<file path="src/ufr_pkg.sv">
// Shared types and constants for the UART frame receiver.
// Used by every module of the block; depends on nothing.

package ufr_pkg;

	localparam int BUFFER_DEPTH = 256;
	localparam int COUNT_MAX    = 511;
	localparam int QUEUE_DEPTH  = 2;

	localparam logic [7:0] HDR_FIRST  = 8'hAA;
	localparam logic [7:0] HDR_SECOND = 8'h55;
	localparam logic [7:0] END_BYTE   = 8'hEF;

	typedef enum logic [1:0] {
		CLS_DATA,
		CLS_HEADER,
		CLS_END
	} byte_class_t;

	// One classified byte as it travels from the front to the back.
	typedef struct packed {
		byte_class_t cls;
		logic [7:0]  rx_byte;
		logic [7:0]  slot;
		logic [7:0]  next_slot;
	} item_t;

	// Occupancy flags of the queue between front and back.
	typedef struct packed {
		logic full;
		logic empty;
	} queue_status_t;

endpackage

</file>
<file path="src/ufr_if.sv">
// Channel interfaces of the UART frame receiver: received bytes in, results out.
// Depends on nothing.

interface ufr_in_if;
	logic       valid;
	logic       ready;
	logic [7:0] rx_byte;

	modport source (output valid, output rx_byte, input ready);
	modport sink (input valid, input rx_byte, output ready);
endinterface

interface ufr_out_if;
	logic       valid;
	logic       ready;
	logic [7:0] write_index;
	logic       frame_ok;
	logic       frame_bad;
	logic [7:0] frame_start;
	logic [8:0] frame_length;

	modport source (output valid, output write_index, output frame_ok, output frame_bad,
		output frame_start, output frame_length, input ready);
	modport sink (input valid, input write_index, input frame_ok, input frame_bad,
		input frame_start, input frame_length, output ready);
endinterface

</file>
<file path="src/uart_frame_receiver.sv">
// A taken byte is queued, then moved into the back part's output register once
// it is free. Throughput: one byte per cycle while results are taken; that
// output register is the only stage that holds a result, and a two-entry queue
// separates it from the front.
// Reset (asynchronous, active low) clears the write pointer, previous byte,
// sum, length, start index, frame flags and empties the queue.

module uart_frame_receiver #(
	parameter int BUFFER_DEPTH = ufr_pkg::BUFFER_DEPTH
) (
	input  logic      clk,
	input  logic      arst_n,
	ufr_in_if.sink    rx,
	ufr_out_if.source result
);

	logic                   push_valid;
	logic                   push_ready;
	ufr_pkg::item_t         push_item;
	logic                   pop_valid;
	logic                   pop_ready;
	ufr_pkg::item_t         pop_item;
	ufr_pkg::queue_status_t status;

	ufr_front #(
		.BUFFER_DEPTH(BUFFER_DEPTH)
	) u_front (
		.clk       (clk),
		.arst_n    (arst_n),
		.rx        (rx),
		.push_valid(push_valid),
		.push_ready(push_ready),
		.push_item (push_item)
	);

	ufr_queue u_queue (
		.clk       (clk),
		.arst_n    (arst_n),
		.push_valid(push_valid),
		.push_ready(push_ready),
		.push_item (push_item),
		.pop_valid (pop_valid),
		.pop_ready (pop_ready),
		.pop_item  (pop_item),
		.status    (status)
	);

	ufr_back #(
		.BUFFER_DEPTH(BUFFER_DEPTH)
	) u_back (
		.clk      (clk),
		.arst_n   (arst_n),
		.pop_valid(pop_valid),
		.pop_ready(pop_ready),
		.pop_item (pop_item),
		.status   (status),
		.result   (result)
	);

endmodule

</file>
<file path="src/ufr_front.sv">
// Front part: takes received bytes, assigns ring slots and classifies header,
// end and data bytes. Depends on ufr_pkg and ufr_in_if.

module ufr_front #(
	parameter int BUFFER_DEPTH = ufr_pkg::BUFFER_DEPTH
) (
	input  logic           clk,
	input  logic           arst_n,
	ufr_in_if.sink         rx,
	output logic           push_valid,
	input  logic           push_ready,
	output ufr_pkg::item_t push_item
);

	localparam int PTR_W = $clog2(BUFFER_DEPTH);
	localparam logic [PTR_W-1:0] PTR_LAST = PTR_W'(BUFFER_DEPTH - 1);

	logic [PTR_W-1:0] ptr_q;
	logic [PTR_W-1:0] ptr_next;
	logic [7:0]       prev_q;
	logic [PTR_W+7:0] slot_ext;
	logic [PTR_W+7:0] next_ext;
	logic             accept;

	assign accept   = rx.valid && push_ready;
	assign rx.ready = push_ready;
	assign ptr_next = (ptr_q == PTR_LAST) ? '0 : ptr_q + PTR_W'(1);
	assign slot_ext = {8'd0, ptr_q};
	assign next_ext = {8'd0, ptr_next};

	always_comb begin
		push_valid          = rx.valid;
		push_item.rx_byte   = rx.rx_byte;
		push_item.slot      = slot_ext[7:0];
		push_item.next_slot = next_ext[7:0];
		// A header completion wins over the end code and over plain data.
		if (prev_q == ufr_pkg::HDR_FIRST && rx.rx_byte == ufr_pkg::HDR_SECOND) begin
			push_item.cls = ufr_pkg::CLS_HEADER;
		end else if (rx.rx_byte == ufr_pkg::END_BYTE) begin
			push_item.cls = ufr_pkg::CLS_END;
		end else begin
			push_item.cls = ufr_pkg::CLS_DATA;
		end
	end

	always_ff @(posedge clk or negedge arst_n) begin
		if (!arst_n) begin
			ptr_q  <= '0;
			prev_q <= '0;
		end else if (accept) begin
			ptr_q  <= ptr_next;
			prev_q <= rx.rx_byte;
		end
	end

endmodule

</file>
<file path="src/ufr_queue.sv">
// Short queue of classified bytes between the front and the back part.
// Depends on ufr_pkg.

module ufr_queue (
	input  logic                   clk,
	input  logic                   arst_n,
	input  logic                   push_valid,
	output logic                   push_ready,
	input  ufr_pkg::item_t         push_item,
	output logic                   pop_valid,
	input  logic                   pop_ready,
	output ufr_pkg::item_t         pop_item,
	output ufr_pkg::queue_status_t status
);

	localparam int DEPTH = ufr_pkg::QUEUE_DEPTH;
	localparam int IDX_W = (DEPTH > 1) ? $clog2(DEPTH) : 1;
	localparam int CNT_W = $clog2(DEPTH + 1);
	localparam logic [IDX_W-1:0] IDX_LAST = IDX_W'(DEPTH - 1);
	localparam logic [CNT_W-1:0] CNT_FULL = CNT_W'(DEPTH);

	ufr_pkg::item_t   mem_q [DEPTH];
	logic [IDX_W-1:0] wr_q;
	logic [IDX_W-1:0] rd_q;
	logic [CNT_W-1:0] count_q;
	logic             push;
	logic             pop;

	assign status.full  = (count_q == CNT_FULL);
	assign status.empty = (count_q == '0);
	assign push_ready   = !status.full;
	assign pop_valid    = !status.empty;
	assign pop_item     = mem_q[rd_q];
	assign push         = push_valid && push_ready;
	assign pop          = pop_valid && pop_ready;

	always_ff @(posedge clk) begin
		if (push) begin
			mem_q[wr_q] <= push_item;
		end
	end

	always_ff @(posedge clk or negedge arst_n) begin
		if (!arst_n) begin
			wr_q    <= '0;
			rd_q    <= '0;
			count_q <= '0;
		end else begin
			if (push) begin
				wr_q <= (wr_q == IDX_LAST) ? '0 : wr_q + IDX_W'(1);
			end
			if (pop) begin
				rd_q <= (rd_q == IDX_LAST) ? '0 : rd_q + IDX_W'(1);
			end
			if (push && !pop) begin
				count_q <= count_q + CNT_W'(1);
			end else if (pop && !push) begin
				count_q <= count_q - CNT_W'(1);
			end
		end
	end

endmodule

</file>
<file path="src/ufr_back.sv">
// Back part: keeps the frame state (sum, length, start, flags) and produces
// one registered result per classified byte. Depends on ufr_pkg and ufr_out_if.

module ufr_back #(
	parameter int BUFFER_DEPTH = ufr_pkg::BUFFER_DEPTH
) (
	input  logic                   clk,
	input  logic                   arst_n,
	input  logic                   pop_valid,
	output logic                   pop_ready,
	input  ufr_pkg::item_t         pop_item,
	input  ufr_pkg::queue_status_t status,
	ufr_out_if.source              result
);

	localparam int LEN_LIMIT_I = (BUFFER_DEPTH > ufr_pkg::COUNT_MAX) ?
		ufr_pkg::COUNT_MAX : BUFFER_DEPTH;
	localparam logic [8:0] LEN_LIMIT = 9'(LEN_LIMIT_I);

	logic       sum_zero;
	logic [7:0] run_sum_q;
	logic [8:0] count_q;
	logic [7:0] start_q;
	logic       open_q;
	logic       ended_q;

	logic [7:0] sum_d;
	logic [8:0] count_d;
	logic [7:0] start_d;
	logic       open_d;
	logic       ended_d;
	logic       ok_d;
	logic       bad_d;
	logic       pop;

	logic       out_valid_q;
	logic [7:0] out_index_q;
	logic       out_ok_q;
	logic       out_bad_q;
	logic [7:0] out_start_q;
	logic [8:0] out_length_q;

	// The output register frees up whenever its result is being taken.
	assign pop_ready = !out_valid_q || result.ready;
	assign pop       = pop_valid && pop_ready && !status.empty;
	assign sum_zero  = (run_sum_q == 8'd0);

	always_comb begin
		sum_d   = run_sum_q;
		count_d = count_q;
		start_d = start_q;
		open_d  = open_q;
		ended_d = ended_q;
		ok_d    = 1'b0;
		bad_d   = 1'b0;
		unique case (pop_item.cls)
			ufr_pkg::CLS_HEADER: begin
				open_d  = 1'b1;
				ended_d = 1'b0;
				sum_d   = 8'd0;
				count_d = 9'd0;
				start_d = pop_item.next_slot;
			end
			ufr_pkg::CLS_END: begin
				if (open_q && !ended_q) begin
					ended_d = 1'b1;
					if (sum_zero) begin
						ok_d = 1'b1;
					end else begin
						bad_d   = 1'b1;
						sum_d   = 8'd0;
						count_d = 9'd0;
					end
				end
			end
			ufr_pkg::CLS_DATA: begin
				if (open_q && !ended_q) begin
					sum_d = run_sum_q + pop_item.rx_byte;
					if (count_q < LEN_LIMIT) begin
						count_d = count_q + 9'd1;
					end
				end
			end
			default: begin
			end
		endcase
	end

	always_ff @(posedge clk or negedge arst_n) begin
		if (!arst_n) begin
			run_sum_q   <= '0;
			count_q     <= '0;
			start_q     <= '0;
			open_q      <= 1'b0;
			ended_q     <= 1'b0;
			out_valid_q <= 1'b0;
		end else begin
			if (pop) begin
				run_sum_q   <= sum_d;
				count_q     <= count_d;
				start_q     <= start_d;
				open_q      <= open_d;
				ended_q     <= ended_d;
				out_valid_q <= 1'b1;
			end else if (result.ready) begin
				out_valid_q <= 1'b0;
			end
		end
	end

	always_ff @(posedge clk) begin
		if (pop) begin
			out_index_q  <= pop_item.slot;
			out_ok_q     <= ok_d;
			out_bad_q    <= bad_d;
			out_start_q  <= start_d;
			out_length_q <= count_d;
		end
	end

	assign result.valid        = out_valid_q;
	assign result.write_index  = out_index_q;
	assign result.frame_ok     = out_ok_q;
	assign result.frame_bad    = out_bad_q;
	assign result.frame_start  = out_start_q;
	assign result.frame_length = out_length_q;

endmodule

</file>
<file path="src/flat_wrapper.sv">
// flat-port wrapper written by rule: the top's interface ports become plain ports
module uart_frame_receiver_flat 
#(
	parameter int BUFFER_DEPTH = ufr_pkg::BUFFER_DEPTH
)
  (clk, arst_n, rx_valid, rx_rx_byte, rx_ready, result_valid, result_write_index, result_frame_ok, result_frame_bad, result_frame_start, result_frame_length, result_ready);
  ufr_in_if rx_i ();
  ufr_out_if result_i ();
  input  logic clk;
  input  logic arst_n;
  input wire logic [$bits(rx_i.valid)-1:0] rx_valid;
  input wire logic [$bits(rx_i.rx_byte)-1:0] rx_rx_byte;
  output wire logic [$bits(rx_i.ready)-1:0] rx_ready;
  output wire logic [$bits(result_i.valid)-1:0] result_valid;
  output wire logic [$bits(result_i.write_index)-1:0] result_write_index;
  output wire logic [$bits(result_i.frame_ok)-1:0] result_frame_ok;
  output wire logic [$bits(result_i.frame_bad)-1:0] result_frame_bad;
  output wire logic [$bits(result_i.frame_start)-1:0] result_frame_start;
  output wire logic [$bits(result_i.frame_length)-1:0] result_frame_length;
  input wire logic [$bits(result_i.ready)-1:0] result_ready;
  assign rx_i.valid = rx_valid;
  assign rx_i.rx_byte = rx_rx_byte;
  assign rx_ready = rx_i.ready;
  assign result_valid = result_i.valid;
  assign result_write_index = result_i.write_index;
  assign result_frame_ok = result_i.frame_ok;
  assign result_frame_bad = result_i.frame_bad;
  assign result_frame_start = result_i.frame_start;
  assign result_frame_length = result_i.frame_length;
  assign result_i.ready = result_ready;
  uart_frame_receiver #(.BUFFER_DEPTH(BUFFER_DEPTH)) u_core (.clk(clk), .arst_n(arst_n), .rx(rx_i), .result(result_i));
endmodule
</file>
<file path="config.mk">
export PLATFORM = sky130hd
export DESIGN_NAME = uart_frame_receiver_flat
export DESIGN_NICKNAME = d
export VERILOG_FILES = /design/src/ufr_pkg.sv /design/src/ufr_if.sv /design/src/uart_frame_receiver.sv /design/src/ufr_front.sv /design/src/ufr_queue.sv /design/src/ufr_back.sv /design/src/flat_wrapper.sv
export SDC_FILE = /design/constraint.sdc
export NUM_CORES = 1
export LEC_CHECK = 0
export ABC_AREA = 1
export BUFFER_PORTS_ARGS = -buffer_cell sky130_fd_sc_hd__buf_4
export CAP_MARGIN = 20
export CORE_MARGIN = 3
export CORE_UTILIZATION = 54
export DETAILED_ROUTE_END_ITERATION = 6
export HOLD_SLACK_MARGIN = 0.02
export PLACE_DENSITY_LB_ADDON = 0.15
export SLEW_MARGIN = 20
export SYNTH_ARGS = -nofsm -noshare
export SYNTH_HDL_FRONTEND = slang
export SYNTH_SLANG_ARGS = --single-unit
</file>
<file path="constraint.sdc">
create_clock -name clk -period 2.4 [get_ports clk]
set_input_delay 0.48 -clock clk [delete_from_list [all_inputs] [get_ports clk]]
set_output_delay 0.48 -clock clk [all_outputs]
set_load 0.01 [all_outputs]
</file>
==> impl_metrics.py <==
metrics = {
    "clock_network": {
        "cts_max_level": 4,
        "cts_inserted_buffers": 17,
        "clock-sinks": 127,
        "cts_root_buf": "clkbuf_8",
        "path_clk_slew_ns": 0.06,
        "post_cts_buffers": 0,
        "clkLatencyLatePin_ns": 0.53,
        "tritoncts": "yes",
        "cts_resized": 0,
        "clk_path_buf_depth": 2,
    },
    "critical_path": {
        "rr_worst_depth": 10,
        "cp_max_fo": 10,
        "cp-end-kind": "flip-flop",
        "crit_type": "reg2reg",
        "critPathRequiredTime_ns": 2.82,
        "startpoint_type": "flip-flop",
        "critPathArrivalTime_ns": 2.54,
        "reg2reg_setup_slack_ns": 0.28,
        "worstReg2RegEnd": "u_core.u_back.run_sum_q[6]",
        "r2r-start": "u_core.u_queue.rd_q",
    },
    "global_routing": {
        "grt_pass1_vias": 3860,
        "grt-ovfl-total": 0,
        "groute.usage.overall_pct": 20.3,
        "grt_pass1_wl_um": 18100,
        "grt_antenna_before_repair": 0,
        "grt_max_degree": 49,
    },
    "placement": {
        "pre_cts_slack_ns": 0.324,
        "dpl.hpwl_um": 7270,
        "gp_congestion": 0.873,
        "portBuffers": 40,
    },
    "yosys": {
        "syn-cell-area_um2": 5730,
        "synth_seq_cells": 127,
        "async_reset_ff_share_pct": 37.8,
        "ys_types": 40,
        "ys.flop_type": "edfxtp_1",
        "syn-instance-count": 571,
        "syn_nets": 594,
        "synth-edff-count": 79,
        "yosys_warnings": 0,
        "syn_avg_cell_area_um2": 10.0,
        "synth_seq_area_share_pct": 62.4,
    },
    "sta": {
        "finalSetupTns_ns": 0,
        "setup_viol_count_final": 0,
        "fmax_mhz": 472,
        "rsz0062_at_grt": "false",
        "hold_violations": 0,
        "period_needed_ns": 2.12,
        "worstMarginPinSlew_ns": 0.643,
        "fin_worst_skew_ns": 0.00698,
        "worst_slack_ns": 0.280,
        "post-route-period-util_pct": 88.4,
        "slew_headroom_pct": 57.1,
        "slew_viol_final": 0,
    },
    "final_layout": {
        "n_fill_cell": 753,
        "drive_above_1_share_pct": 17.5,
        "final_cell_mix": "nand2_1 (215), edfxtp_1 (79), buf_4 (49), dfrtp_1 (48), inv_1 (47)",
        "final_common_cell": "nand2_1",
        "num_antenna_cells": 0,
        "syn2layout_area_growth_pct": 18.1,
        "final_util_pct": 67.3,
        "fin_nets": 650,
    },
    "routing": {
        "via_count": 3998,
        "dr.first_iter.drc_count": 193,
        "antenna_left": 0,
        "wl_per_cell_um": 14.1,
        "drc": 0,
        "viasPerCell": 5.17,
        "drtPass1Iterations": 5,
        "routed_wl_um": 10900,
    },
    "min_path": {
        "min_to": "u_core.u_queue.mem_q[1][23]",
        "hold_depth": 1,
        "worstHoldStart": "rx_rx_byte[7]",
        "min_path_type": "in2reg",
    },
    "pwr": {
        "power.density_nw_per_um2": 1400,
        "ir_worst_vdd_v": 0.000897,
        "p_leak_uw": 0.00309,
    },
    "floorplan": {
        "rows": 36,
        "die_h_um": 109,
        "core_um2": 10000,
        "start_util_pct": 57.0,
        "fp.dieW_um": 109,
        "io_pins": 41,
        "die_area_um2": 11900,
    },
    "outcome": {
        "status": "finished clean",
    },
    "job": {
        "cap_violations": 0,
    },
}
flip-flops by register name, summed over array words and instances (netlist names):
register,count
u_core.u_front.prev_q,8
u_core.u_back.result.frame_length,9
u_core.u_back.open_q,1
u_core.u_queue.count_q,2
u_core.u_back.result.valid,1
u_core.u_back.count_q,9
u_core.u_back.run_sum_q,8
u_core.u_queue.wr_q,1
u_core.u_queue.mem_q,52
u_core.u_back.ended_q,1
u_core.u_back.result.frame_ok,1
u_core.u_queue.rd_q,1
u_core.u_back.result.frame_bad,1
u_core.u_front.ptr_q,8
u_core.u_back.result.frame_start,8
u_core.u_back.result.write_index,8
u_core.u_back.start_q,8
cell type report:
cell class / count / area, um2 / area share (%)
clock buffers: 18 / 418 / 6.18
well taps: 133 / 166 / 2.46
repair buffers: 50 / 378 / 5.59
clock inverters: 14 / 148 / 2.18
multi-input cells: 377 / 1870 / 27.6
flip-flops and latches: 127 / 3570 / 52.9
inverters: 54 / 209 / 3.09
worst max-delay path: stages, from the launching register on:
cell and delay [ns]:
dfrtp_1 0.54, inv_4 0.10, nand2_1 0.07, nand2_1 0.05, ha_1 0.20, fa_1 0.43
nand4_1 0.12, nand3_1 0.09, or2_2 0.29, nand3_1 0.08, nand2_1 0.05
cells in the mapped netlist (all sizes together) (7+ instances only):
cell / n / area (um2)
a21oi: 7 / 35.0
buf: 9 / 66.3
dfrtp: 48 / 1200
edfxtp: 79 / 2370
ha: 10 / 125
inv: 53 / 204
nand2: 226 / 896
nand3: 26 / 163
nand4: 8 / 50.1
nor2: 31 / 151
o21ai: 41 / 224
how the worst max path moves through the flow:
stage,from,endpoint,slack (ns),depth (start not counted)
after global placement,u_core.u_queue.rd_q,u_core.u_back.run_sum_q[6],0.36,10
after global routing,u_core.u_queue.rd_q,u_core.u_back.run_sum_q[5],0.14,11
after CTS,u_core.u_queue.rd_q,u_core.u_back.run_sum_q[6],0.31,10
final,u_core.u_queue.rd_q,u_core.u_back.run_sum_q[6],0.28,10
after floorplan,u_core.u_queue.count_q[0],u_core.u_queue.mem_q[0][0],0.02,5
after detailed placement,u_core.u_queue.rd_q,u_core.u_back.run_sum_q[6],0.32,10
where the power goes:
group / internal (uW) / switching [uW] / total, uW / leakage [uW]
clock: 1560 / 889 / 2450 / 0.000274
combinational: 1170 / 2120 / 3280 / 0.00144
sequential: 3330 / 394 / 3730 / 0.00138
through the flow:
| stage | total power, uW | cells | area [um2] | hold slack [ns] |
|---|---|---|---|---|
| finish | 9460 | 773 | 6760 | 0.164 |
| global route | 10100 | 773 | 6760 | 0.138 |
| CTS | 9510 | 773 | 6760 | 0.140 |
| detailed placement | 7030 | 740 | 6180 | 0.456 |
| global placement | 6920 | 740 | 6180 | 0.452 |
| floorplan | 5970 | 571 | 5730 | 0.184 |
logic make-up (layout without fill, tap and decap cells):
| group | after synthesis | count (layout) | synth area share, % |
|---|---|---|---|
| AOI/OAI and AO/OA | 53 | 53 | 5.22 |
| xor gates and xnor gates | 8 | 8 | 1.22 |
| DFF | 127 | 127 | 62.4 |
| buffers and inverters | 67 | 136 | 5.07 |
| and+or+nand+nor | 305 | 305 | 23.5 |
| adders and majority gates | 11 | 11 | 2.53 |
metal layers:
layer  global-route usage, %  routed length [um]  part of all wire [%]  vias up
met5                       0                   0                     0        -
met4                    7.21                 153                   1.4        0
met3                    6.22                 585                   5.4       17
met2                    32.7                5190                    48      109
met1                    26.2                4940                    45     1887
li1                        -                   -                     -     1985
what timing repair did:
item | CTS | global route
hold endpoints to repair | 48 | 0
hold buffers | 1 | 0
endpoints found under the setup margin | 0 | 0
Note: power is estimated with default switching activity, not from simulation.
